### src/rtl/xhf_pkg.sv
// shared types, constants and lookup functions for the hex frame decoder
package xhf_pkg;

    localparam int LINE_MAX_DEF   = 128;
    localparam int KEY_LENGTH_DEF = 15;
    localparam int QUEUE_DEPTH    = 4;
    localparam int PREFIX_LEN     = 4;
    localparam int MIN_CONTENT    = 8;
    localparam int TDATA_W        = 16;

    localparam logic [7:0] CH_NEWLINE = 8'h0A;
    localparam logic [7:0] CH_CR      = 8'h0D;
    localparam logic [7:0] CH_NUL     = 8'h00;
    localparam logic [7:0] CH_COLON   = 8'h3A;

    typedef enum logic [2:0] {
        ST_OK       = 3'd0,
        ST_PREFIX   = 3'd1,
        ST_SEP      = 3'd2,
        ST_CSUM_HEX = 3'd3,
        ST_ODD      = 3'd4,
        ST_PAY_HEX  = 3'd5,
        ST_MISMATCH = 3'd6
    } status_t;

    // one queued request: an optional plaintext byte, then an optional line status
    typedef struct packed {
        logic       has_data;
        logic [7:0] data;
        logic       has_status;
        status_t    status;
    } entry_t;

    function automatic logic [7:0] prefix_byte(input logic [1:0] idx);
        logic [7:0] b;
        case (idx)
            2'd0:    b = 8'h53;
            2'd1:    b = 8'h45;
            2'd2:    b = 8'h43;
            default: b = 8'h3A;
        endcase
        return b;
    endfunction

    function automatic logic [7:0] key_byte(input logic [5:0] idx);
        logic [7:0] b;
        case (idx)
            6'd0:    b = 8'h43;
            6'd1:    b = 8'h47;
            6'd2:    b = 8'h32;
            6'd3:    b = 8'h32;
            6'd4:    b = 8'h37;
            6'd5:    b = 8'h31;
            6'd6:    b = 8'h5F;
            6'd7:    b = 8'h55;
            6'd8:    b = 8'h41;
            6'd9:    b = 8'h52;
            6'd10:   b = 8'h54;
            6'd11:   b = 8'h5F;
            6'd12:   b = 8'h4B;
            6'd13:   b = 8'h45;
            6'd14:   b = 8'h59;
            default: b = 8'h00;
        endcase
        return b;
    endfunction

    // bit 4 set when the character is a hex digit, bits 3:0 its value
    function automatic logic [4:0] hex_decode(input logic [7:0] c);
        logic [4:0] r;
        case (c) inside
            [8'h30:8'h39]: r = {1'b1, c[3:0]};
            [8'h41:8'h46],
            [8'h61:8'h66]: r = {1'b1, 4'(c[3:0] + 4'd9)};
            default:       r = 5'd0;
        endcase
        return r;
    endfunction

endpackage

### src/rtl/xhf_front.sv
// front end: per-byte line parser, emits queue requests for bytes and line status
module xhf_front
    import xhf_pkg::*;
#(
    parameter int LINE_MAX   = LINE_MAX_DEF,
    parameter int KEY_LENGTH = KEY_LENGTH_DEF
) (
    input  logic       aclk,
    input  logic       aresetn,
    input  logic       in_valid,
    input  logic [7:0] in_byte,
    input  logic       queue_full,
    output logic       in_ready,
    output logic       push,
    output entry_t     push_entry
);

    localparam int LW = $clog2(LINE_MAX);
    localparam int KW = (KEY_LENGTH > 1) ? $clog2(KEY_LENGTH) : 1;

    logic [LW-1:0] line_len_reg,  line_len_next;
    logic [LW-1:0] content_reg,   content_next;
    logic [LW-1:0] colon_idx_reg, colon_idx_next;
    logic          cr_reg,        cr_next;
    logic          prefix_ok_reg, prefix_ok_next;
    logic          colon_reg,     colon_next;
    logic [9:0]    csum_reg,      csum_next;
    logic [1:0]    tail_reg,      tail_next;
    logic          pay_bad_reg,   pay_bad_next;
    logic          seg_bad_reg,   seg_bad_next;
    logic [7:0]    xor_reg,       xor_next;
    logic [4:0]    nib_reg,       nib_next;
    logic [KW-1:0] kpos_reg,      kpos_next;

    logic accept;

    assign in_ready = !queue_full;
    assign accept   = in_valid && in_ready;

    always_comb begin
        logic [4:0]  hv;
        logic [7:0]  cipher;
        logic [KW:0] kpos_inc;
        logic        line_end;
        status_t     st;

        line_len_next  = line_len_reg;
        content_next   = content_reg;
        colon_idx_next = colon_idx_reg;
        cr_next        = cr_reg;
        prefix_ok_next = prefix_ok_reg;
        colon_next     = colon_reg;
        csum_next      = csum_reg;
        tail_next      = tail_reg;
        pay_bad_next   = pay_bad_reg;
        seg_bad_next   = seg_bad_reg;
        xor_next       = xor_reg;
        nib_next       = nib_reg;
        kpos_next      = kpos_reg;
        push           = 1'b0;
        push_entry     = '0;
        hv             = hex_decode(in_byte);
        cipher         = {nib_reg[3:0], hv[3:0]};
        kpos_inc       = {1'b0, kpos_reg} + 1'b1;
        line_end       = 1'b0;
        st             = ST_OK;

        if (accept) begin
            if (in_byte != CH_NEWLINE && !cr_reg) begin
                if (in_byte == CH_CR || in_byte == CH_NUL) begin
                    cr_next = 1'b1;
                end else begin
                    if (content_reg < LW'(PREFIX_LEN)) begin
                        if (in_byte != prefix_byte(content_reg[1:0])) begin
                            prefix_ok_next = 1'b0;
                        end
                    end else if (in_byte == CH_COLON) begin
                        if (seg_bad_reg || colon_reg) begin
                            pay_bad_next = 1'b1;
                        end
                        colon_next     = 1'b1;
                        colon_idx_next = content_reg;
                        seg_bad_next   = 1'b0;
                        tail_next      = 2'd0;
                        csum_next      = '0;
                    end else begin
                        if (!hv[4]) begin
                            seg_bad_next = 1'b1;
                        end
                        if (colon_reg) begin
                            // checksum tail: keep the first two digits only
                            if (hv[4] && tail_reg == 2'd0) begin
                                csum_next[8]   = 1'b1;
                                csum_next[3:0] = hv[3:0];
                            end else if (hv[4] && tail_reg == 2'd1) begin
                                csum_next[9]   = 1'b1;
                                csum_next[7:4] = hv[3:0];
                            end
                            if (tail_reg != 2'd3) begin
                                tail_next = tail_reg + 2'd1;
                            end
                        end else if (prefix_ok_reg && hv[4] && !seg_bad_reg) begin
                            if (!nib_reg[4]) begin
                                nib_next = {1'b1, hv[3:0]};
                            end else begin
                                nib_next        = '0;
                                xor_next        = xor_reg ^ cipher;
                                push            = 1'b1;
                                push_entry.has_data = 1'b1;
                                push_entry.data = cipher ^ key_byte(6'(kpos_reg));
                                kpos_next = (kpos_inc >= (KW+1)'(KEY_LENGTH)) ? '0
                                                                              : kpos_inc[KW-1:0];
                            end
                        end
                    end
                    content_next = content_reg + 1'b1;
                end
            end

            line_len_next = line_len_reg + 1'b1;
            line_end = (in_byte == CH_NEWLINE) || (line_len_next >= LW'(LINE_MAX - 1));

            if (!prefix_ok_next || content_next < LW'(MIN_CONTENT)) begin
                st = ST_PREFIX;
            end else if (!colon_next || colon_idx_next <= LW'(PREFIX_LEN)
                         || tail_next < 2'd2) begin
                st = ST_SEP;
            end else if (csum_next[9:8] != 2'b11) begin
                st = ST_CSUM_HEX;
            end else if (colon_idx_next[0]) begin
                st = ST_ODD;
            end else if (pay_bad_next) begin
                st = ST_PAY_HEX;
            end else if (xor_next != {csum_next[3:0], csum_next[7:4]}) begin
                st = ST_MISMATCH;
            end

            if (line_end) begin
                push                  = 1'b1;
                push_entry.has_status = 1'b1;
                push_entry.status     = st;
                line_len_next  = '0;
                content_next   = '0;
                colon_idx_next = '0;
                cr_next        = 1'b0;
                prefix_ok_next = 1'b1;
                colon_next     = 1'b0;
                csum_next      = '0;
                tail_next      = '0;
                pay_bad_next   = 1'b0;
                seg_bad_next   = 1'b0;
                xor_next       = '0;
                nib_next       = '0;
                kpos_next      = '0;
            end
        end
    end

    always_ff @(posedge aclk) begin
        if (!aresetn) begin
            line_len_reg  <= '0;
            content_reg   <= '0;
            colon_idx_reg <= '0;
            cr_reg        <= 1'b0;
            prefix_ok_reg <= 1'b1;
            colon_reg     <= 1'b0;
            csum_reg      <= '0;
            tail_reg      <= '0;
            pay_bad_reg   <= 1'b0;
            seg_bad_reg   <= 1'b0;
            xor_reg       <= '0;
            nib_reg       <= '0;
            kpos_reg      <= '0;
        end else begin
            line_len_reg  <= line_len_next;
            content_reg   <= content_next;
            colon_idx_reg <= colon_idx_next;
            cr_reg        <= cr_next;
            prefix_ok_reg <= prefix_ok_next;
            colon_reg     <= colon_next;
            csum_reg      <= csum_next;
            tail_reg      <= tail_next;
            pay_bad_reg   <= pay_bad_next;
            seg_bad_reg   <= seg_bad_next;
            xor_reg       <= xor_next;
            nib_reg       <= nib_next;
            kpos_reg      <= kpos_next;
        end
    end

endmodule

### src/rtl/xhf_queue.sv
// short request queue between the parser and the output stage
module xhf_queue
    import xhf_pkg::*;
(
    input  logic   aclk,
    input  logic   aresetn,
    input  logic   push,
    input  entry_t push_entry,
    output logic   full,
    input  logic   pop,
    output entry_t head_entry,
    output logic   empty
);

    localparam int AW = $clog2(QUEUE_DEPTH);

    entry_t        mem [QUEUE_DEPTH];
    logic [AW-1:0] wr_ptr_reg, wr_ptr_next;
    logic [AW-1:0] rd_ptr_reg, rd_ptr_next;
    logic [AW:0]   count_reg,  count_next;
    logic          do_push, do_pop;

    assign full       = (count_reg == (AW+1)'(QUEUE_DEPTH));
    assign empty      = (count_reg == '0);
    assign do_push    = push && !full;
    assign do_pop     = pop && !empty;
    assign head_entry = mem[rd_ptr_reg];

    always_comb begin
        wr_ptr_next = wr_ptr_reg;
        rd_ptr_next = rd_ptr_reg;
        count_next  = count_reg;
        if (do_push) begin
            wr_ptr_next = (wr_ptr_reg == AW'(QUEUE_DEPTH - 1)) ? '0 : wr_ptr_reg + 1'b1;
        end
        if (do_pop) begin
            rd_ptr_next = (rd_ptr_reg == AW'(QUEUE_DEPTH - 1)) ? '0 : rd_ptr_reg + 1'b1;
        end
        if (do_push && !do_pop) begin
            count_next = count_reg + 1'b1;
        end else if (do_pop && !do_push) begin
            count_next = count_reg - 1'b1;
        end
    end

    always_ff @(posedge aclk) begin
        if (do_push) begin
            mem[wr_ptr_reg] <= push_entry;
        end
    end

    always_ff @(posedge aclk) begin
        if (!aresetn) begin
            wr_ptr_reg <= '0;
            rd_ptr_reg <= '0;
            count_reg  <= '0;
        end else begin
            wr_ptr_reg <= wr_ptr_next;
            rd_ptr_reg <= rd_ptr_next;
            count_reg  <= count_next;
        end
    end

endmodule

### src/rtl/xhf_back.sv
// back end: holds one request and plays out its byte and status results
module xhf_back
    import xhf_pkg::*;
(
    input  logic               aclk,
    input  logic               aresetn,
    input  entry_t             head_entry,
    input  logic               empty,
    output logic               pop,
    output logic               m_tvalid,
    input  logic               m_tready,
    output logic [TDATA_W-1:0] m_tdata,
    output logic               m_tlast
);

    entry_t hold_reg, hold_next;
    logic   busy, out_take, last_left;

    assign busy      = hold_reg.has_data || hold_reg.has_status;
    assign out_take  = m_tvalid && m_tready;
    assign last_left = !(hold_reg.has_data && hold_reg.has_status);
    assign pop       = !empty && (!busy || (out_take && last_left));

    assign m_tvalid = busy;
    assign m_tlast  = !hold_reg.has_data && hold_reg.has_status;
    // data byte goes out first, status after it
    assign m_tdata  = hold_reg.has_data
                    ? {{(TDATA_W-8){1'b0}}, hold_reg.data}
                    : {{(TDATA_W-11){1'b0}}, hold_reg.status, 8'h00};

    always_comb begin
        hold_next = hold_reg;
        if (out_take) begin
            if (hold_reg.has_data) begin
                hold_next.has_data = 1'b0;
            end else begin
                hold_next.has_status = 1'b0;
            end
        end
        if (pop) begin
            hold_next = head_entry;
        end
    end

    always_ff @(posedge aclk) begin
        if (!aresetn) begin
            hold_reg.has_data   <= 1'b0;
            hold_reg.has_status <= 1'b0;
        end else begin
            hold_reg.has_data   <= hold_next.has_data;
            hold_reg.has_status <= hold_next.has_status;
        end
        hold_reg.data   <= hold_next.data;
        hold_reg.status <= hold_next.status;
    end

endmodule

### src/rtl/xor_hex_frame_decoder.sv
// Receives one character per accepted request on the s_ stream and decodes
// lines of the form SEC:<hex pairs>:<two hex checksum digits>. Each complete
// payload pair comes out at once on the m_ stream as one byte XORed with a
// repeating key; at each newline, or after LINE_MAX-1 bytes, a status result
// follows with tlast high. A new byte is taken every cycle while the four-entry
// request queue has room; the output stage plays out one result per cycle while
// m_tready is high, so a byte that both completes a pair and ends the line gives
// two results from one request, and the queue absorbs it. Byte results are
// tentative and are to be used only when the line's status is zero.
module xor_hex_frame_decoder
    import xhf_pkg::*;
#(
    parameter int LINE_MAX   = LINE_MAX_DEF,
    parameter int KEY_LENGTH = KEY_LENGTH_DEF
) (
    input  logic               aclk,
    input  logic               aresetn,
    input  logic               s_tvalid,
    output logic               s_tready,
    input  logic [7:0]         s_tdata,   // [7:0] rx_byte
    output logic               m_tvalid,
    input  logic               m_tready,
    output logic [TDATA_W-1:0] m_tdata,   // [7:0] plain_byte, [10:8] status_code
    output logic               m_tlast    // is_status
);

    logic   push, queue_full, pop, queue_empty;
    entry_t push_entry, head_entry;

    xhf_front #(
        .LINE_MAX   (LINE_MAX),
        .KEY_LENGTH (KEY_LENGTH)
    ) u_front (
        .aclk       (aclk),
        .aresetn    (aresetn),
        .in_valid   (s_tvalid),
        .in_byte    (s_tdata),
        .queue_full (queue_full),
        .in_ready   (s_tready),
        .push       (push),
        .push_entry (push_entry)
    );

    xhf_queue u_queue (
        .aclk       (aclk),
        .aresetn    (aresetn),
        .push       (push),
        .push_entry (push_entry),
        .full       (queue_full),
        .pop        (pop),
        .head_entry (head_entry),
        .empty      (queue_empty)
    );

    xhf_back u_back (
        .aclk       (aclk),
        .aresetn    (aresetn),
        .head_entry (head_entry),
        .empty      (queue_empty),
        .pop        (pop),
        .m_tvalid   (m_tvalid),
        .m_tready   (m_tready),
        .m_tdata    (m_tdata),
        .m_tlast    (m_tlast)
    );

endmodule

### config.mk
export PLATFORM = sky130hd
export DESIGN_NAME = xor_hex_frame_decoder
export DESIGN_NICKNAME = d
export VERILOG_FILES = /design/src/rtl/xhf_pkg.sv /design/src/rtl/xhf_front.sv /design/src/rtl/xhf_queue.sv /design/src/rtl/xhf_back.sv /design/src/rtl/xor_hex_frame_decoder.sv
export SDC_FILE = /design/constraint.sdc
export NUM_CORES = 1
export LEC_CHECK = 0
export BUFFER_PORTS_ARGS = -buffer_cell sky130_fd_sc_hd__buf_2
export CAP_MARGIN = 20
export CORE_AREA = 4 4 132 134
export CTS_BUF_LIST = sky130_fd_sc_hd__clkbuf_8
export DETAILED_ROUTE_END_ITERATION = 16
export DIE_AREA = 0 0 136 138
export SLEW_MARGIN = 20
export SYNTH_ARGS = -nofsm -noshare
export SYNTH_HDL_FRONTEND = slang
export SYNTH_SLANG_ARGS = --single-unit
### constraint.sdc
create_clock -name aclk -period 7.35 [get_ports aclk]
set_input_delay 1.1025 -clock aclk [delete_from_list [all_inputs] [get_ports aclk]]
set_output_delay 1.1025 -clock aclk [all_outputs]
set_load 0.1 [all_outputs]
Word level (Yosys, flattened, before mapping)
Memory sizes are Yosys's and may differ from the RTL's. A register that Yosys moved wholly into a read port is not among the register bits.
Cells that the tools add are included.
Widths: inputs -> output; s select.
{"block": "op_classes", "addsub": 9, "order_cmp": 12, "eq_ne": 20, "muxes": 140, "n_bitwise": 2, "n_reduce_logical": 53}
{"cell": "$mux 8", "n": 21}
{"cell": "$mux 7", "n": 11}
{"cell": "$mux 10", "n": 7}
{"cell": "$mux 9", "n": 7}
{"cell": "$mux 4", "n": 15}
{"cell": "$mux 5", "n": 10}
{"cell": "$mux 1", "n": 45}
{"cell": "$mux 13", "n": 2}
{"cell": "$mux 2", "n": 12}
{"cell": "$mux 3", "n": 8}
{"cell": "$pmux 7 s3", "n": 1}
{"cell": "$logic_and 1x1->1", "n": 18}
{"cell": "$eq 8x4->1 const B", "n": 2}
{"cell": "$ge 8x7->1 const B", "n": 2}
{"cell": "$le 8x7->1 const B", "n": 2}
{"cell": "$ne 8x8->1", "n": 2}
{"cell": "$xor 8x8->8", "n": 2}
{"cell": "$add 7x1->7 const B", "n": 2}
{"cell": "$ne 2x2->1 const B", "n": 7}
{"cell": "$reduce_bool 2->1", "n": 6}
{"cell": "$logic_not 1->1", "n": 11}
{"cell": "$mux 11", "n": 1}
{"cell": "$eq 8x6->1 const B", "n": 1}
{"cell": "$ge 8x6->1 const B", "n": 1}
{"cell": "27 further kinds", "n": 40}
{"block": "word_totals", "ff_bits": 75, "ram_bits": 52, "romBits": 112, "inputBits": 12, "output_inout_bits": 19, "word_cells": 258, "n_memories": 2}
{"name": "(no name shown)", "depth": 16, "width": 7, "rd": 1, "rd_clocked_by_memory_dff": 1, "write_ports": 0, "line": "xhf_pkg.sv:47", "text": "case (idx)"}
{"name": "u_queue.mem", "depth": 4, "width": 13, "rd": 1, "rd_clocked_by_memory_dff": 1, "write_ports": 1, "line": "xhf_queue.sv:17", "text": "entry_t mem [QUEUE_DEPTH];"}

Longest topological paths before layout
Gate-level depths: netlist of run 1.
{"block": "logic_depth", "depth_word": 23, "depth_mapped": 16, "depth_no_buf": 15}

Cells and area by module
A second synthesis of run 1 with hierarchy kept.
{"block": "unflattened", "hier_cells": 704, "area_unflattened_um2": 7209.4}
{"mod": "xhf_front", "instances": 1, "cells_each": 542, "area_per_inst_um2": 4230.3, "seq_area_each_um2": 1241.2}
{"mod": "xhf_queue", "instances": 1, "cells_each": 118, "area_per_inst_um2": 2398.6, "seq_area_each_um2": 1741.7}
{"mod": "xhf_back", "instances": 1, "cells_each": 44, "area_per_inst_um2": 580.6, "seq_area_each_um2": 370.4}

Worst setup path before layout of run 1
No wires, ideal clock.
{"block": "synth_timing", "path_kind": "input-to-reg", "startpoint": "input s_tdata[0]", "endpoint": "register u_queue.count_reg[2]", "setup_ns": 0.076, "t_arrival_ns": 4.016, "required_ns": 7.274, "slack_ns": 3.258, "path_stages": 14, "path_buffers": 0, "cell_sequence": "inv_1 -> ha_1 -> or3b_1 -> o2111ai_2 -> nand4_4 -> nor3_2 -> o21ai_1 -> inv_1 -> ha_1 -> inv_1 -> fa_1 -> xor2_1 -> or3_1 -> a21boi_0"}
{"block": "synth_via", "elab_chain_len": 19, "elab_cells_between_ends": 36, "classes_between": "order compare (6); eq/ne (4); mux (11); reduce/logical (15)"}
{"element": "start: declaration", "line": "xor_hex_frame_decoder.sv:20", "text": "input logic [7:0] s_tdata,"}
{"element": "$ge 8x7->1 (implied by the code) or $le 8x7->1 (tied branches)", "line": "xhf_front.sv:62", "text": "hv = hex_decode(in_byte);"}
{"element": "$logic_and 1x1->1 (implied by the code)", "line": "xhf_front.sv:62"}
{"element": "$reduce_or 2->1", "line": "xhf_pkg.sv:71", "text": "case (c) inside"}
{"element": "$mux 5 (2 in series)", "line": "xhf_pkg.sv:71"}
{"element": "$logic_and 1x1->1 (2 in series)", "line": "xhf_front.sv:102", "text": "end else if (prefix_ok_reg && hv[4] && !seg_bad_reg) begin"}
{"element": "$mux 1", "line": "xhf_front.sv:102"}
{"element": "$mux 1", "line": "xhf_front.sv:90", "text": "if (colon_reg) begin"}
{"element": "$mux 1", "line": "xhf_front.sv:77", "text": "end else if (in_byte == CH_COLON) begin"}
{"element": "[2 not listed]"}
{"element": "$mux 1", "line": "xhf_front.sv:69", "text": "if (in_byte != CH_NEWLINE && !cr_reg) begin"}
{"element": "$mux 1 (*)", "line": "xhf_front.sv:138", "text": "if (line_end) begin"}
{"element": "$mux 1 (*)", "line": "xhf_front.sv:68", "text": "if (accept) begin"}
{"element": "$logic_and 1x1->1 (*)", "line": "xhf_queue.sv:25", "text": "assign do_push = push && !full;"}
{"element": "named net u_queue.do_push", "line": "xhf_queue.sv:21", "text": "logic do_push, do_pop;"}
{"element": "$logic_not 1->1", "line": "xhf_queue.sv:41", "text": "end else if (do_pop && !do_push) begin"}
{"element": "$logic_and 1x1->1", "line": "xhf_queue.sv:41"}
{"element": "$reduce_bool 2->1 (no source line)"}
{"element": "end signal: assignment", "line": "xhf_queue.sv:60", "text": "count_reg <= count_next;"}
{"element": "end: declaration", "line": "xhf_queue.sv:20", "text": "logic [AW:0] count_reg, count_next;"}
Mark *: on every way through the listed nets, which the timed path passes. The rest lies on a longest branch.
A chain may end at the register's enable or synchronous reset.

Worst setup path after layout of run 1
Same ends and word-level chain as after synthesis.

==> results.rst, run 1 <==
.. list-table::
   :header-rows: 1

   * - Metric
     - Value
   * - Cell taking the most area after synthesis
     - sky130_fd_sc_hd__edfxtp_1
   * - Via count
     - ~5,200
   * - Critical path endpoint category
     - flip-flop
   * - Core ar.
     - around 16,000 sq um
   * - Outcome
     - completed
   * - Peak supply drop
     - around 0.00027 V
   * - Average cell area after synthesis
     - a little over 10 sq um
   * - Number of hold violations in the final report
     - 0
   * - Power density relative to cell area
     - ~280 nW/um^2
   * - Filler Cells Inserted
     - 1,536
   * - Startpoint types
     - input pin
   * - Number of detailed-routing iterations run before antenna repair
     - 5
   * - Post-synthesis cell count
     - 698
   * - Worst setup path category
     - in2reg
   * - Post-route design area
     - roughly 7800 sq um
   * - Post-CTS setup buffer count
     - 0
   * - Die Span X
     - between 100 and 150 microns
   * - Dominant synthesized flop cell
     - sky130_fd_sc_hd__dfxtp_1
   * - CTS tree
     - done
   * - Most common cell type on the critical path
     - sky130_fd_sc_hd__inv_1
   * - Die height
     - approximately 140 microns
   * - Placement Cell Area
     - around 7400 sq um
   * - DRT Wirelength
     - ~15,000 microns
   * - Final setup viols
     - 0
   * - Row count
     - 47
   * - Multi-input logic area
     - ~3400 sq um
   * - Post-route fraction of the period consumed by the critical path
     - 59.6%
   * - Sequential standard cell area
     - about 3400 sq um
   * - Setup TNS after final layout
     - 0 ns
   * - Num CTS Buffers
     - 17
   * - Lkg Pwr
     - 2.79 nW
   * - Synth unique cells
     - 76
   * - Total power
     - around 0.0022 W
   * - Maximum root-to-sink buffer count
     - 2
   * - Vias in the first global route
     - approximately 5,100
   * - Final worst path period need
     - about 4.4 ns
   * - Final net count
     - between 700 and 800
   * - Antenna violations before repair
     - 0
   * - Wire length of the first global-routing pass
     - approximately 26,000 microns
   * - Port bufs
     - 25
   * - Post-cts gate resize count
     - 0
   * - Cell types occupying the most area after synthesis
     - sky130_fd_sc_hd__edfxtp_1 27%, sky130_fd_sc_hd__dfxtp_1 21%, sky130_fd_sc_hd__ha_1 4.3%
   * - Worst-path fanout max
     - 10
   * - Clock tree root buffer cell
     - sky130_fd_sc_hd__clkbuf_8
   * - Remaining routing DRC violations
     - 0
   * - Biggest cell delay along the critical path
     - approximately 0.53 ns
   * - First DRT Iteration DRCs
     - around 350
   * - Ratio of routed vias to standard cells
     - between 5 and 6
   * - Fmax
     - around 230 MHz
   * - Endpoint arrival time on the critical path
     - 4.74 ns
   * - Setup repair after global routing missed its margin
     - no
   * - TritonCTS sink count
     - roughly 140
   * - Cell with the biggest individual delay on the critical path
     - sky130_fd_sc_hd__nor3_2
   * - Clock-pin slew of the registers on the worst-case setup and hold paths
     - 0.08 ns
   * - Routability cong.
     - ~0.9
   * - Largest net degree at the start of global routing
     - 63
   * - Detailed-route wire length per cell
     - 16.2 microns
   * - Number of inserted diodes
     - 0
   * - Clock latency of the later-clocked register in the worst-skew pair
     - about 0.44 ns
   * - Yosys warnings
     - 0
   * - GRT Total Usage
     - 17.1%
   * - Cts-stage hold buffer count
     - 0
   * - Slew HR
     - between 30% and 40%
   * - Synth Cell Area
     - 7050 sq um
   * - GRT Residual Overflow
     - 0
   * - Number of flip-flops under the largest register name
     - between 50 and 60
   * - Post-detail-place hpwl
     - between 10,000 and 15,000 microns
   * - Slew @ Worst Pin
     - around 1.0 ns
   * - Share of Yosys cell area claimed by the top area cell type
     - 26.8%
   * - Worst-path cell chain
     - buf_2, inv_1, ha_1, or3b_1, o2111ai_2, nand4_4, nor3_2, o21ai_1, inv_1, ha_1, inv_1, fa_1, xor2_1, or3_1, a21boi_0
   * - Count of boundary I/O pins
     - 31
   * - Max-cap viol count
     - 0
   * - Maximum level of the CTS H-tree
     - 4
   * - Total of flip-flops plus latches after synthesis
     - 136
   * - Proportion of layout cells with a drive suffix above 1
     - about an eighth
   * - Worst min-delay path class
     - reg2reg
   * - Critical path data required time
     - 7.72 ns
   * - Number of flops mapped to enable cells by yosys
     - 63
   * - Synth-to-Final Area Change
     - 10.2%
   * - Async SR Flop Fraction
     - 0%
   * - Area of the die
     - between 15,000 and 20,000 sq um
   * - Initial core utilization
     - 43.3%
   * - Antenna Nets Post-Route
     - 0
   * - Portion of the post-synthesis area used by sequential elements
     - approximately 48%
   * - Pins Over Slew Limit
     - 0
   * - Post-route clock skew
     - about 0.012 ns
## critical path, delay by kind of cell
family | cells | cell delay [ns]
buf+inv | 4 | 0.52
simple gates | 4 | 1.42
compound gates | 3 | 0.62
xor+xnor | 1 | 0.17
fa+ha+maj | 3 | 0.89
## Yosys cell counts, types with 7 or more instances
cell type                  instances
sky130_fd_sc_hd__dfxtp_1          73
sky130_fd_sc_hd__edfxtp_1         63
sky130_fd_sc_hd__nor2_1           55
sky130_fd_sc_hd__nand2_1          44
sky130_fd_sc_hd__nor2b_1          39
sky130_fd_sc_hd__a21oi_1          33
sky130_fd_sc_hd__and2_1           28
sky130_fd_sc_hd__o21ai_0          27
sky130_fd_sc_hd__inv_1            26
sky130_fd_sc_hd__ha_1             24
sky130_fd_sc_hd__clkbuf_1         21
sky130_fd_sc_hd__nand3_1          18
sky130_fd_sc_hd__nor3_1           16
sky130_fd_sc_hd__nor4_1           15
sky130_fd_sc_hd__a22oi_1          14
sky130_fd_sc_hd__or3_1            14
sky130_fd_sc_hd__xnor2_1          14
sky130_fd_sc_hd__mux4_2           13
sky130_fd_sc_hd__o21ai_1          13
sky130_fd_sc_hd__xor2_1           12
sky130_fd_sc_hd__nand2b_1          9
sky130_fd_sc_hd__nand4_1           9
sky130_fd_sc_hd__a21boi_0          7
sky130_fd_sc_hd__buf_2             7
sky130_fd_sc_hd__buf_4             7
sky130_fd_sc_hd__mux2i_1           7
## final timing paths
kind                          start                    to  slack (ns)  cells past startpoint
min reg2reg     u_front.csum_reg[9]   u_front.csum_reg[9]        0.48                      2
max                      s_tdata[0]  u_queue.count_reg[2]        2.97                     15
min             u_front.csum_reg[9]   u_front.csum_reg[9]        0.48                      2
max reg2reg  u_front.content_reg[4]  u_queue.count_reg[2]        3.58                     12
## layout by cell type, fill, tap and decap left out, types with 3 or more instances in the layout
cell type	instances
sky130_fd_sc_hd__and3_1	3
sky130_fd_sc_hd__ha_1	24
sky130_fd_sc_hd__dfxtp_1	73
sky130_fd_sc_hd__nand3_1	18
sky130_fd_sc_hd__o41ai_1	4
sky130_fd_sc_hd__and4_1	3
sky130_fd_sc_hd__edfxtp_1	63
sky130_fd_sc_hd__mux2i_1	7
sky130_fd_sc_hd__nand4_1	9
sky130_fd_sc_hd__a22oi_1	14
sky130_fd_sc_hd__or3_1	14
sky130_fd_sc_hd__nor2b_1	39
sky130_fd_sc_hd__xor2_1	12
sky130_fd_sc_hd__clkbuf_8	17
sky130_fd_sc_hd__nor4_1	15
sky130_fd_sc_hd__xnor2_1	14
sky130_fd_sc_hd__a21boi_0	7
sky130_fd_sc_hd__o21ai_1	13
sky130_fd_sc_hd__inv_1	27
sky130_fd_sc_hd__o21a_1	3
sky130_fd_sc_hd__bufinv_16	3
sky130_fd_sc_hd__a21boi_1	4
sky130_fd_sc_hd__nor3_1	16
sky130_fd_sc_hd__a31oi_1	6
sky130_fd_sc_hd__buf_4	7
sky130_fd_sc_hd__nor2_1	55
sky130_fd_sc_hd__nand2_1	44
sky130_fd_sc_hd__inv_6	6
sky130_fd_sc_hd__a21oi_1	33
sky130_fd_sc_hd__nand2b_1	9
sky130_fd_sc_hd__and2_1	28
sky130_fd_sc_hd__o31ai_1	6
sky130_fd_sc_hd__mux4_2	13
sky130_fd_sc_hd__o21ai_0	27
sky130_fd_sc_hd__buf_2	25
sky130_fd_sc_hd__conb_1	5
## kinds of logic after synthesis
| kind of cell | synth area share [%] |
|---|---|
| AO/OA/AOI/OAI | 14.1 |
| XOR/XNOR | 3.23 |
| adder cells (fa/ha/maj) | 4.68 |
| buffers and inverters | 3.90 |
| flip-flops | 47.5 |
| multiplexers | 5.30 |
| other | 0.0532 |
| AND/OR/NAND/NOR | 21.2 |
## area by class of cell
type / instances / area share, %
Timing Repair Buffer: 32 / 2.29
Sequential cell: 136 / 43.1
Inverter: 28 / 1.35
Multi-Input combinational cell: 502 / 44.3
Tap cell: 220 / 3.54
Clock buffer: 17 / 3.01
Clock inverter: 15 / 2.41
## metrics by stage
step	util (%)	std cells	hold slack [ns]	setup WS, ns
detailed placement	45.1	918	0.457	2.54
global placement	45.1	918	0.450	2.78
floorplan	-	702	0.437	3.26
global route	47.7	950	0.520	2.68
CTS	47.7	950	0.475	3.02
finish	47.7	950	0.478	2.97
## report_power, final
group / internal [W] / total, W / switching, W
Clock: 0.000343 / 0.000657 / 0.000314
Combinational: 0.000153 / 0.000580 / 0.000426
Sequential: 0.000858 / 0.000921 / 0.0000625
Total: 0.00135 / 0.00216 / 0.000802
## routing by layer
metal	global-route usage [%]	vias to the layer above	share of wire [%]
met5	0	-	0
met3	3.49	19	3.6
met2	27.8	105	48
met4	6.47	0	1.5
met1	22.4	2532	47
li1	-	2575	-
Note: power is estimated with default switching activity, not from simulation.
==> inputs of run 2 (changes only) <==
--- a/config.mk
+++ b/config.mk
@@ -5,12 +5,13 @@
 export SDC_FILE = /design/constraint.sdc
 export NUM_CORES = 1
 export LEC_CHECK = 0
+export ABC_AREA = 1
 export BUFFER_PORTS_ARGS = -buffer_cell sky130_fd_sc_hd__buf_2
 export CAP_MARGIN = 20
-export CORE_AREA = 4 4 132 134
+export CORE_AREA = 4 4 133 135
 export CTS_BUF_LIST = sky130_fd_sc_hd__clkbuf_8
 export DETAILED_ROUTE_END_ITERATION = 16
-export DIE_AREA = 0 0 136 138
+export DIE_AREA = 0 0 137 139
 export SLEW_MARGIN = 20
 export SYNTH_ARGS = -nofsm -noshare
 export SYNTH_HDL_FRONTEND = slang
==> constraint.sdc (replaced) <==
create_clock -name aclk -period 4.2 [get_ports aclk]
set_input_delay 0.63 -clock aclk [delete_from_list [all_inputs] [get_ports aclk]]
set_output_delay 0.63 -clock aclk [all_outputs]
set_load 0.1 [all_outputs]
==> run 2 against run 1 <==
Compared with the run above: critical path depth is the same; power grew 76%; sequential share of layout area shrank 0.26 points; hold slack got worse by 0.0089 ns; setup slack worse by 1.7 ns; sequential power up 74%; highest routed layer unchanged; clock skew is 0.00063 ns higher; core utilization decreased by 0.23 points; via count up 7.1%; register-to-register slack worse by 2.3 ns.
==> results.rst, run 2 <==
.. list-table::
   :header-rows: 1

   * - Metric
     - Value
   * - Outcome
     - completed (unchanged)
   * - Die height
     - 139 microns (was 138 microns)
   * - Worst-case setup margin in the final layout
     - 1.27 ns (was 2.97 ns)
   * - Number of flip-flops under the largest register name
     - 52 (unchanged)
   * - Vias in the first global route
     - 5,133 (was 5,083)
   * - Post-route clock skew
     - 0.0128 ns (was 0.0122 ns)
   * - Clock-pin slew of the registers on the worst-case setup and hold paths
     - 0.08 ns (about the same)
   * - Highest-count cells in the layout ignoring fill and taps
     - 165 x sky130_fd_sc_hd__nand2_1, 128 x sky130_fd_sc_hd__nor2_1, 92 x sky130_fd_sc_hd__inv_1 (was 73 x sky130_fd_sc_hd__dfxtp_1, 63 x sky130_fd_sc_hd__edfxtp_1, 55 x sky130_fd_sc_hd__nor2_1)
   * - Number of inserted diodes
     - 0 (unchanged)
   * - Via count
     - 5,605 (was 5,231)
   * - Average cell area after synthesis
     - 8.25 sq um (was 10.1 sq um)
   * - Setup TNS after final layout
     - 0 ns (unchanged)
   * - Placement Cell Area
     - 7480 sq um (was 7350 sq um)
   * - Worst setup slack after placement
     - 0.867 ns (was 2.54 ns)
   * - TritonCTS sink count
     - 136 (unchanged)
   * - Wire length of the first global-routing pass
     - 25,700 microns (about the same)
   * - Slew HR
     - 51.1% (was 32.1%)
   * - Share of Yosys cell area claimed by the top area cell type
     - 26.5% (was 26.8%)
   * - Slew @ Worst Pin
     - 0.733 ns (was 1.01 ns)
   * - Endpoint arrival time on the critical path
     - 3.31 ns (was 4.74 ns)
   * - Initial core utilization
     - 43.4% (was 43.3%)
   * - Maximum root-to-sink buffer count
     - 2 (unchanged)
   * - Synth Cell Area
     - 7150 sq um (was 7050 sq um)
   * - GRT Residual Overflow
     - 0 (unchanged)
   * - Startpoint types
     - flip-flop (was input pin)
   * - Most frequent cells after synthesis
     - 165 x sky130_fd_sc_hd__nand2_1, 128 x sky130_fd_sc_hd__nor2_1, 90 x sky130_fd_sc_hd__inv_1 (was 73 x sky130_fd_sc_hd__dfxtp_1, 63 x sky130_fd_sc_hd__edfxtp_1, 55 x sky130_fd_sc_hd__nor2_1)
   * - Proportion of layout cells with a drive suffix above 1
     - 14.2% (was 12.3%)
   * - Min-Delay Path Depth
     - 2 (unchanged)
   * - Synth-to-Final Area Change
     - 9.40% (was 10.2%)
   * - Largest net degree at the start of global routing
     - 50 (was 63)
   * - Startpoint of the lowest-slack hold path
     - u_front.csum_reg[5] (was u_front.csum_reg[9])
   * - Yosys warnings
     - 0 (unchanged)
   * - Row count
     - 47 (unchanged)
   * - Synth unique cells
     - 53 (was 76)
   * - Routability cong.
     - 0.877 (was 0.898)
   * - CTS tree
     - done (unchanged)
   * - Ratio of routed vias to standard cells
     - 4.97 (was 5.51)
   * - Count of boundary I/O pins
     - 31 (unchanged)
   * - Core ar.
     - 16,500 sq um (was 16,300 sq um)
   * - Power density relative to cell area
     - 484 nW/um^2 (was 278 nW/um^2)
   * - Async SR Flop Fraction
     - 0% (unchanged)
   * - Setup repair after global routing missed its margin
     - no (unchanged)
   * - Area of the die
     - 19,000 sq um (was 18,800 sq um)
   * - Number of detailed-routing iterations run before antenna repair
     - 5 (unchanged)
   * - Detailed-route wire length per cell
     - 13.9 microns (was 16.2 microns)
   * - Peak supply drop
     - 0.000506 V (was 0.000273 V)
   * - Most repeated cell in the gate-level netlist after synthesis
     - sky130_fd_sc_hd__nand2_1 (was sky130_fd_sc_hd__dfxtp_1)
   * - Number of flops mapped to enable cells by yosys
     - 63 (unchanged)
   * - Worst setup path category
     - reg2reg (was in2reg)
   * - Num CTS Buffers
     - 17 (unchanged)
   * - Remaining routing DRC violations
     - 0 (unchanged)
   * - Antenna Nets Post-Route
     - 0 (unchanged)
   * - Die Span X
     - 137 microns (was 136 microns)
   * - Post-route design area
     - 7820 sq um (was 7770 sq um)
   * - DRT Wirelength
     - 15,600 microns (was 15,400 microns)
   * - Final worst path period need
     - 2.93 ns
   * - GRT Total Usage
     - 17.0% (was 17.1%)
   * - Worst R2R Setup Slack
     - 1.27 ns (was 3.58 ns)
   * - Dominant synthesized flop cell
     - sky130_fd_sc_hd__dfxtp_1 (unchanged)
   * - Cell types occupying the most area after synthesis
     - sky130_fd_sc_hd__edfxtp_1 26%, sky130_fd_sc_hd__dfxtp_1 20%, sky130_fd_sc_hd__nand2_1 8.7% (was sky130_fd_sc_hd__edfxtp_1 27%, sky130_fd_sc_hd__dfxtp_1 21%, sky130_fd_sc_hd__ha_1 4.3%)
   * - Clock latency of the later-clocked register in the worst-skew pair
     - 0.45 ns (was 0.44 ns)
   * - Critical path endpoint category
     - flip-flop (unchanged)
   * - Clock tree root buffer cell
     - sky130_fd_sc_hd__clkbuf_8 (unchanged)
   * - Worst-path fanout max
     - 9 (was 10)
   * - Critical path data required time
     - 4.58 ns (was 7.72 ns)
   * - Maximum level of the CTS H-tree
     - 4 (unchanged)
   * - Post-detail-place hpwl
     - 11,100 microns (was 10,500 microns)
   * - Post-layout utilization of the core
     - 47.5% (was 47.7%)
   * - Max-cap viol count
     - 0 (unchanged)
   * - Post-CTS setup buffer count
     - 0 (unchanged)
   * - Antenna violations before repair
     - 0 (unchanged)
   * - Fmax
     - 341 MHz
   * - Cts-stage hold buffer count
     - 0 (unchanged)
   * - Final net count
     - 931 (was 754)
   * - Post-synthesis cell count
     - 866 (was 698)
   * - Final setup viols
     - 0 (unchanged)
   * - Number of hold violations in the final report
     - 0 (unchanged)
   * - Portion of the post-synthesis area used by sequential elements
     - 46.9% (was 47.5%)
   * - Total of flip-flops plus latches after synthesis
     - 136 (unchanged)
   * - Post-route fraction of the period consumed by the critical path
     - 69.7%
   * - WHS Endpoint
     - u_front.csum_reg[5] (was u_front.csum_reg[9])
   * - First DRT Iteration DRCs
     - 337 (was 353)
   * - RR Startpoint
     - u_front.line_len_reg[1] (was u_front.content_reg[4])
   * - Worst min-delay path class
     - reg2reg (unchanged)
   * - Reg2reg path depth
     - 15 (was 12)
   * - Port bufs
     - 25 (unchanged)
   * - Cell taking the most area after synthesis
     - sky130_fd_sc_hd__edfxtp_1 (unchanged)
   * - Worst hold margin
     - 0.469 ns (was 0.478 ns)
   * - Lkg Pwr
     - 3.41 nW (was 2.79 nW)
   * - Pins Over Slew Limit
     - 0 (unchanged)
   * - Post-cts gate resize count
     - 0 (unchanged)
   * - Most common cell after layout, fill and taps aside
     - sky130_fd_sc_hd__nand2_1 (was sky130_fd_sc_hd__dfxtp_1)
## run 2: cell count changes in the layout (fill, tap and decap cells not counted), moves of 10 or more
cell,before,now
sky130_fd_sc_hd__a21oi_1,33,54
sky130_fd_sc_hd__and2_1,28,0
sky130_fd_sc_hd__inv_1,27,92
sky130_fd_sc_hd__mux4_2,13,0
sky130_fd_sc_hd__nand2_1,44,165
sky130_fd_sc_hd__nand2_2,0,10
sky130_fd_sc_hd__nand3_1,18,38
sky130_fd_sc_hd__nor2_1,55,128
sky130_fd_sc_hd__nor2b_1,39,0
sky130_fd_sc_hd__nor4_1,15,0
sky130_fd_sc_hd__o21ai_0,27,46
sky130_fd_sc_hd__o22ai_1,2,14
sky130_fd_sc_hd__or3_1,14,0
## run 2: worst max path at each step
stage,depth (start not counted),slack [ns],end,start
after floorplan,12,1.02,flip-flop,u_queue.count_reg[0]
after global placement,18,0.99,u_queue.count_reg[2],s_tdata[0]
after detailed placement,19,0.87,u_queue.count_reg[2],s_tdata[0]
after CTS,15,1.23,flip-flop,u_front.line_len_reg[1]
after global routing,15,0.94,flip-flop,u_front.line_len_reg[0]
final,15,1.27,flip-flop,u_front.line_len_reg[1]
## run 2: final cells by class
cell class | count | area (sq um)
clock buffers | 17 | 234
clock inverters | 15 | 105
fillers | 1634 | 8650
inverters | 105 | 402
multi-input cells | 600 | 3260
flip-flops and latches | 136 | 3350
well taps | 220 | 275
repair buffers | 34 | 193
## run 2: logic make-up (layout without fill, tap and decap cells)
logic type / Yosys count / count (layout) / synth area share (%)
flops: 136 / 136 / 46.9
simple gates: 400 / 400 / 26.4
xor+xnor: 20 / 20 / 2.56
buf+inv: 134 / 171 / 7.79
compound gates: 150 / 150 / 11.8
other cells: 1 / 5 / 0.0525
fa+ha+maj: 25 / 25 / 4.48
## run 2: worst max-delay path, stage by stage (launching register included)
cell and delay, ns:
sky130_fd_sc_hd__dfxtp_1 0.40, sky130_fd_sc_hd__ha_1 0.20, sky130_fd_sc_hd__nand3_1 0.12, sky130_fd_sc_hd__nor2_1 0.11
sky130_fd_sc_hd__nand2_1 0.09, sky130_fd_sc_hd__xnor2_2 0.15, sky130_fd_sc_hd__nand3_2 0.15, sky130_fd_sc_hd__nand2_4 0.12
sky130_fd_sc_hd__nand2_4 0.12, sky130_fd_sc_hd__o21ai_0 0.15, sky130_fd_sc_hd__o211ai_1 0.58, sky130_fd_sc_hd__inv_1 0.21
sky130_fd_sc_hd__ha_1 0.25, sky130_fd_sc_hd__nand2_1 0.08, sky130_fd_sc_hd__nand3_1 0.07, sky130_fd_sc_hd__o21ai_0 0.06
## run 2: power by group
group	total, W	switching, W	internal, W	leakage [nW]
sequential	0.00160	0.0000750	0.00152	1.28
combinational	0.00125	0.000993	0.000261	1.96
clock	0.000935	0.000527	0.000408	0.165
total	0.00379	0.00159	0.00219	3.41
## run 2: through the flow
| stage | std cells | power (W) |
|---|---|---|
| after global routing | 1127 | 0.00401 |
| after detailed placement | 1095 | 0.00289 |
| after CTS | 1127 | 0.00382 |
| after floorplan | 870 | 0.00262 |
| after global placement | 1095 | 0.00288 |
| final | 1127 | 0.00379 |
## run 2: layer usage
layer  track usage [%]  vias to the layer above  wire length (microns)
li1                  -                     2885                      -
met1              23.9                     2582                   7630
met2              25.9                      117                   6990
met3              4.57                       21                    769
met4              4.73                        0                    237
met5                 0                        -                      0
==> inputs of run 3 (changes only) <==
==> constraint.sdc (replaced) <==
create_clock -name aclk -period 2.7 [get_ports aclk]
set_input_delay 0.405 -clock aclk [delete_from_list [all_inputs] [get_ports aclk]]
set_output_delay 0.405 -clock aclk [all_outputs]
set_load 0.1 [all_outputs]
==> run 3 against run 2 <==
Compared with the run above: cell count is 5.6% higher; wire length is 3.9% higher; critical path depth is 2 higher; clock skew is 0.00051 ns lower; first-iteration DRC count is 23% lower; critical path type unchanged.
==> results.rst, run 3 (same netlist as run 2, synthesis figures left out) <==
.. list-table::
   :header-rows: 1

   * - Metric
     - Value
   * - Port bufs
     - 25 (unchanged)
   * - Setup TNS after final layout
     - 0 ns (unchanged)
   * - Cts-stage hold buffer count
     - 0 (unchanged)
   * - Filler Cells Inserted
     - 1,541 (was 1,634)
   * - Initial core utilization
     - 43.4% (unchanged)
   * - Number of hold violations in the final report
     - 0 (unchanged)
   * - Slew @ Worst Pin
     - 0.720 ns (was 0.733 ns)
   * - Worst hold margin
     - 0.274 ns (was 0.469 ns)
   * - Ratio of routed vias to standard cells
     - 4.85 (was 4.97)
   * - Worst setup path category
     - reg2reg (unchanged)
   * - Max-cap viol count
     - 0 (unchanged)
   * - Core ar.
     - 16,500 sq um (unchanged)
   * - Row count
     - 47 (unchanged)
   * - Kind of cell with the highest combined delay on the critical path
     - simple AND/OR/NAND/NOR gates (unchanged)
   * - Most common cell after layout, fill and taps aside
     - sky130_fd_sc_hd__nand2_1 (unchanged)
   * - Post-layout utilization of the core
     - 52.0% (was 47.5%)
   * - Vias in the first global route
     - 5,380 (was 5,133)
   * - Clock tree root buffer cell
     - sky130_fd_sc_hd__clkbuf_8 (unchanged)
   * - Via count
     - 5,768 (was 5,605)
   * - Worst-case setup margin in the final layout
     - 0.0860 ns (was 1.27 ns)
   * - Proportion of layout cells with a drive suffix above 1
     - 23.3% (was 14.2%)
   * - DRT Wirelength
     - 16,200 microns (was 15,600 microns)
   * - Buf+Inv Stages, Crit Path
     - 4 (was 1)
   * - Number of inserted diodes
     - 0 (unchanged)
   * - Count of boundary I/O pins
     - 31 (unchanged)
   * - Min-Delay Path Depth
     - 4 (was 2)
   * - Die Span X
     - 137 microns (unchanged)
   * - GRT Residual Overflow
     - 0 (unchanged)
   * - Worst-path fanout max
     - 5 (was 9)
   * - Post-route fraction of the period consumed by the critical path
     - 96.8% (was 69.7%)
   * - Cell with the biggest individual delay on the critical path
     - sky130_fd_sc_hd__dfxtp_4 (was sky130_fd_sc_hd__o211ai_1)
   * - Area of the die
     - 19,000 sq um (unchanged)
   * - Maximum root-to-sink buffer count
     - 2 (unchanged)
   * - Die height
     - 139 microns (unchanged)
   * - Detailed-route wire length per cell
     - 13.6 microns (was 13.9 microns)
   * - Biggest cell delay along the critical path
     - 0.36 ns (was 0.58 ns)
   * - Multi-input logic area
     - 3400 sq um (was 3260 sq um)
   * - Clock latency of the later-clocked register in the worst-skew pair
     - 0.46 ns (was 0.45 ns)
   * - Number of detailed-routing iterations run before antenna repair
     - 4 (was 5)
   * - Number of flip-flops under the largest register name
     - 52 (unchanged)
   * - Num CTS Buffers
     - 17 (unchanged)
   * - Antenna Nets Post-Route
     - 0 (unchanged)
   * - Count of cell instances traversed by the critical path
     - 17 (was 15)
   * - Worst-path cell chain
     - buf_4, ha_4, nor2_1, o21ai_1, nor3_2, nand3_2, nand2_4, buf_6, nor2_4, inv_1, o21ai_1, o211ai_1, buf_4, ha_1, nand3_1, nand3_2, nand2_1 (was ha_1, nand3_1, nor2_1, nand2_1, xnor2_2, nand3_2, nand2_4, nand2_4, o21ai_0, o211ai_1, inv_1, ha_1, nand2_1, nand3_1, o21ai_0)
   * - Highest-count cells in the layout ignoring fill and taps
     - 161 x sky130_fd_sc_hd__nand2_1, 123 x sky130_fd_sc_hd__nor2_1, 86 x sky130_fd_sc_hd__inv_1 (was 165 x sky130_fd_sc_hd__nand2_1, 128 x sky130_fd_sc_hd__nor2_1, 92 x sky130_fd_sc_hd__inv_1)
   * - Post-detail-place hpwl
     - 11,500 microns (was 11,100 microns)
   * - Critical path data required time
     - 3.06 ns (was 4.58 ns)
   * - Largest net degree at the start of global routing
     - 50 (unchanged)
   * - Outcome
     - completed (unchanged)
   * - Clock-pin slew of the registers on the worst-case setup and hold paths
     - 0.09 ns (was 0.08 ns)
   * - Remaining routing DRC violations
     - 0 (unchanged)
   * - Maximum level of the CTS H-tree
     - 4 (unchanged)
   * - Fmax
     - 383 MHz (was 341 MHz)
   * - Final worst path period need
     - 2.61 ns (was 2.93 ns)
   * - Startpoint types
     - flip-flop (unchanged)
   * - Placement Cell Area
     - 7950 sq um (was 7480 sq um)
   * - Wire length of the first global-routing pass
     - 26,200 microns (was 25,700 microns)
   * - Peak supply drop
     - 0.000630 V (was 0.000506 V)
   * - Endpoint arrival time on the critical path
     - 2.98 ns (was 3.31 ns)
   * - Power density relative to cell area
     - 730 nW/um^2 (was 484 nW/um^2)
   * - CTS tree
     - done (unchanged)
   * - Synth-to-Final Area Change
     - 19.8% (was 9.40%)
   * - Reg2reg path depth
     - 17 (was 15)
   * - Critical path endpoint category
     - flip-flop (unchanged)
   * - Final net count
     - 994 (was 931)
   * - Final setup viols
     - 0 (unchanged)
   * - Worst setup slack after placement
     - -0.162 ns (was 0.867 ns)
   * - Post-route clock skew
     - 0.0123 ns (was 0.0128 ns)
   * - Lkg Pwr
     - 3.75 nW (was 3.41 nW)
   * - TritonCTS sink count
     - 136 (unchanged)
   * - Pins Over Slew Limit
     - 0 (unchanged)
   * - Post-route design area
     - 8560 sq um (was 7820 sq um)
   * - Slew HR
     - 51.9% (was 51.1%)
   * - Routability cong.
     - 0.855 (was 0.877)
   * - First DRT Iteration DRCs
     - 259 (was 337)
   * - Worst min-delay path class
     - in2reg (was reg2reg)
   * - GRT Total Usage
     - 17.4% (was 17.0%)
   * - Setup repair after global routing missed its margin
     - yes (was no)
   * - Sequential standard cell area
     - 3360 sq um (was 3350 sq um)
   * - Antenna violations before repair
     - 0 (unchanged)
## run 3: cell count changes in the layout (fill, tap and decap cells not counted), moves of 5 or more
| cell | delta |
|---|---|
| sky130_fd_sc_hd__nor2_1 | -5 |
| sky130_fd_sc_hd__inv_1 | -6 |
| sky130_fd_sc_hd__ha_1 | -6 |
| sky130_fd_sc_hd__buf_4 | +58 |
## run 3: through the flow
step | cells | power, W
after floorplan | 870 | 0.00410
final | 1190 | 0.00625
after global placement | 1151 | 0.00453
after global routing | 1190 | 0.00660
after detailed placement | 1151 | 0.00455
after CTS | 1183 | 0.00627
## run 3: final cells by class
type	instances	share of cell area, %
clock inverter	15	2.07
tap	220	3.21
inverter	105	4.69
clock buffer	17	2.73
timing repair buffer	97	8.30
sequential	136	39.2
multi-input combinational	600	39.8
## run 3: layer usage
layer	wire, microns	track usage [%]	part of all wire [%]	up-vias
li1	-	-	-	3014
met1	7650	23.0	47	2636
met2	7730	28.4	48	96
met3	601	3.23	3.7	22
met4	251	6.20	1.5	0
met5	0	0	0	-
## run 3: final timing paths
kind	endpoint	start	slack, ns
max	flip-flop	u_front.line_len_reg[1]	0.09
min	u_back.hold_reg[3]	m_tready	0.27
max reg2reg	flip-flop	u_front.line_len_reg[1]	0.09
min reg2reg	u_front.csum_reg[5]	u_front.csum_reg[5]	0.47
## run 3: report_power, final
group	internal, W	leakage, nW	switching (W)
clock	0.000782	0.203	0.000924
sequential	0.00237	1.28	0.0000994
combinational	0.000482	2.27	0.00159
total	0.00363	3.75	0.00261
## run 3: repair_timing
action / CTS / global route
resized for setup: 0 / 43
hold endpoints to repair: 0 / 0
setup buffers: 0 / 7
setup endpoints to repair: 0 / 25
## run 3: worst reg2reg max path: stages, from the launching register on
cell and delay [ns]:
sky130_fd_sc_hd__dfxtp_4 0.36, sky130_fd_sc_hd__buf_4 0.14, sky130_fd_sc_hd__ha_4 0.20, sky130_fd_sc_hd__nor2_1 0.12, sky130_fd_sc_hd__o21ai_1 0.11, sky130_fd_sc_hd__nor3_2 0.20, sky130_fd_sc_hd__nand3_2 0.17, sky130_fd_sc_hd__nand2_4 0.14
sky130_fd_sc_hd__buf_6 0.12, sky130_fd_sc_hd__nor2_4 0.03, sky130_fd_sc_hd__inv_1 0.06, sky130_fd_sc_hd__o21ai_1 0.05, sky130_fd_sc_hd__o211ai_1 0.22, sky130_fd_sc_hd__buf_4 0.23, sky130_fd_sc_hd__ha_1 0.15, sky130_fd_sc_hd__nand3_1 0.09
sky130_fd_sc_hd__nand3_2 0.08, sky130_fd_sc_hd__nand2_1 0.05
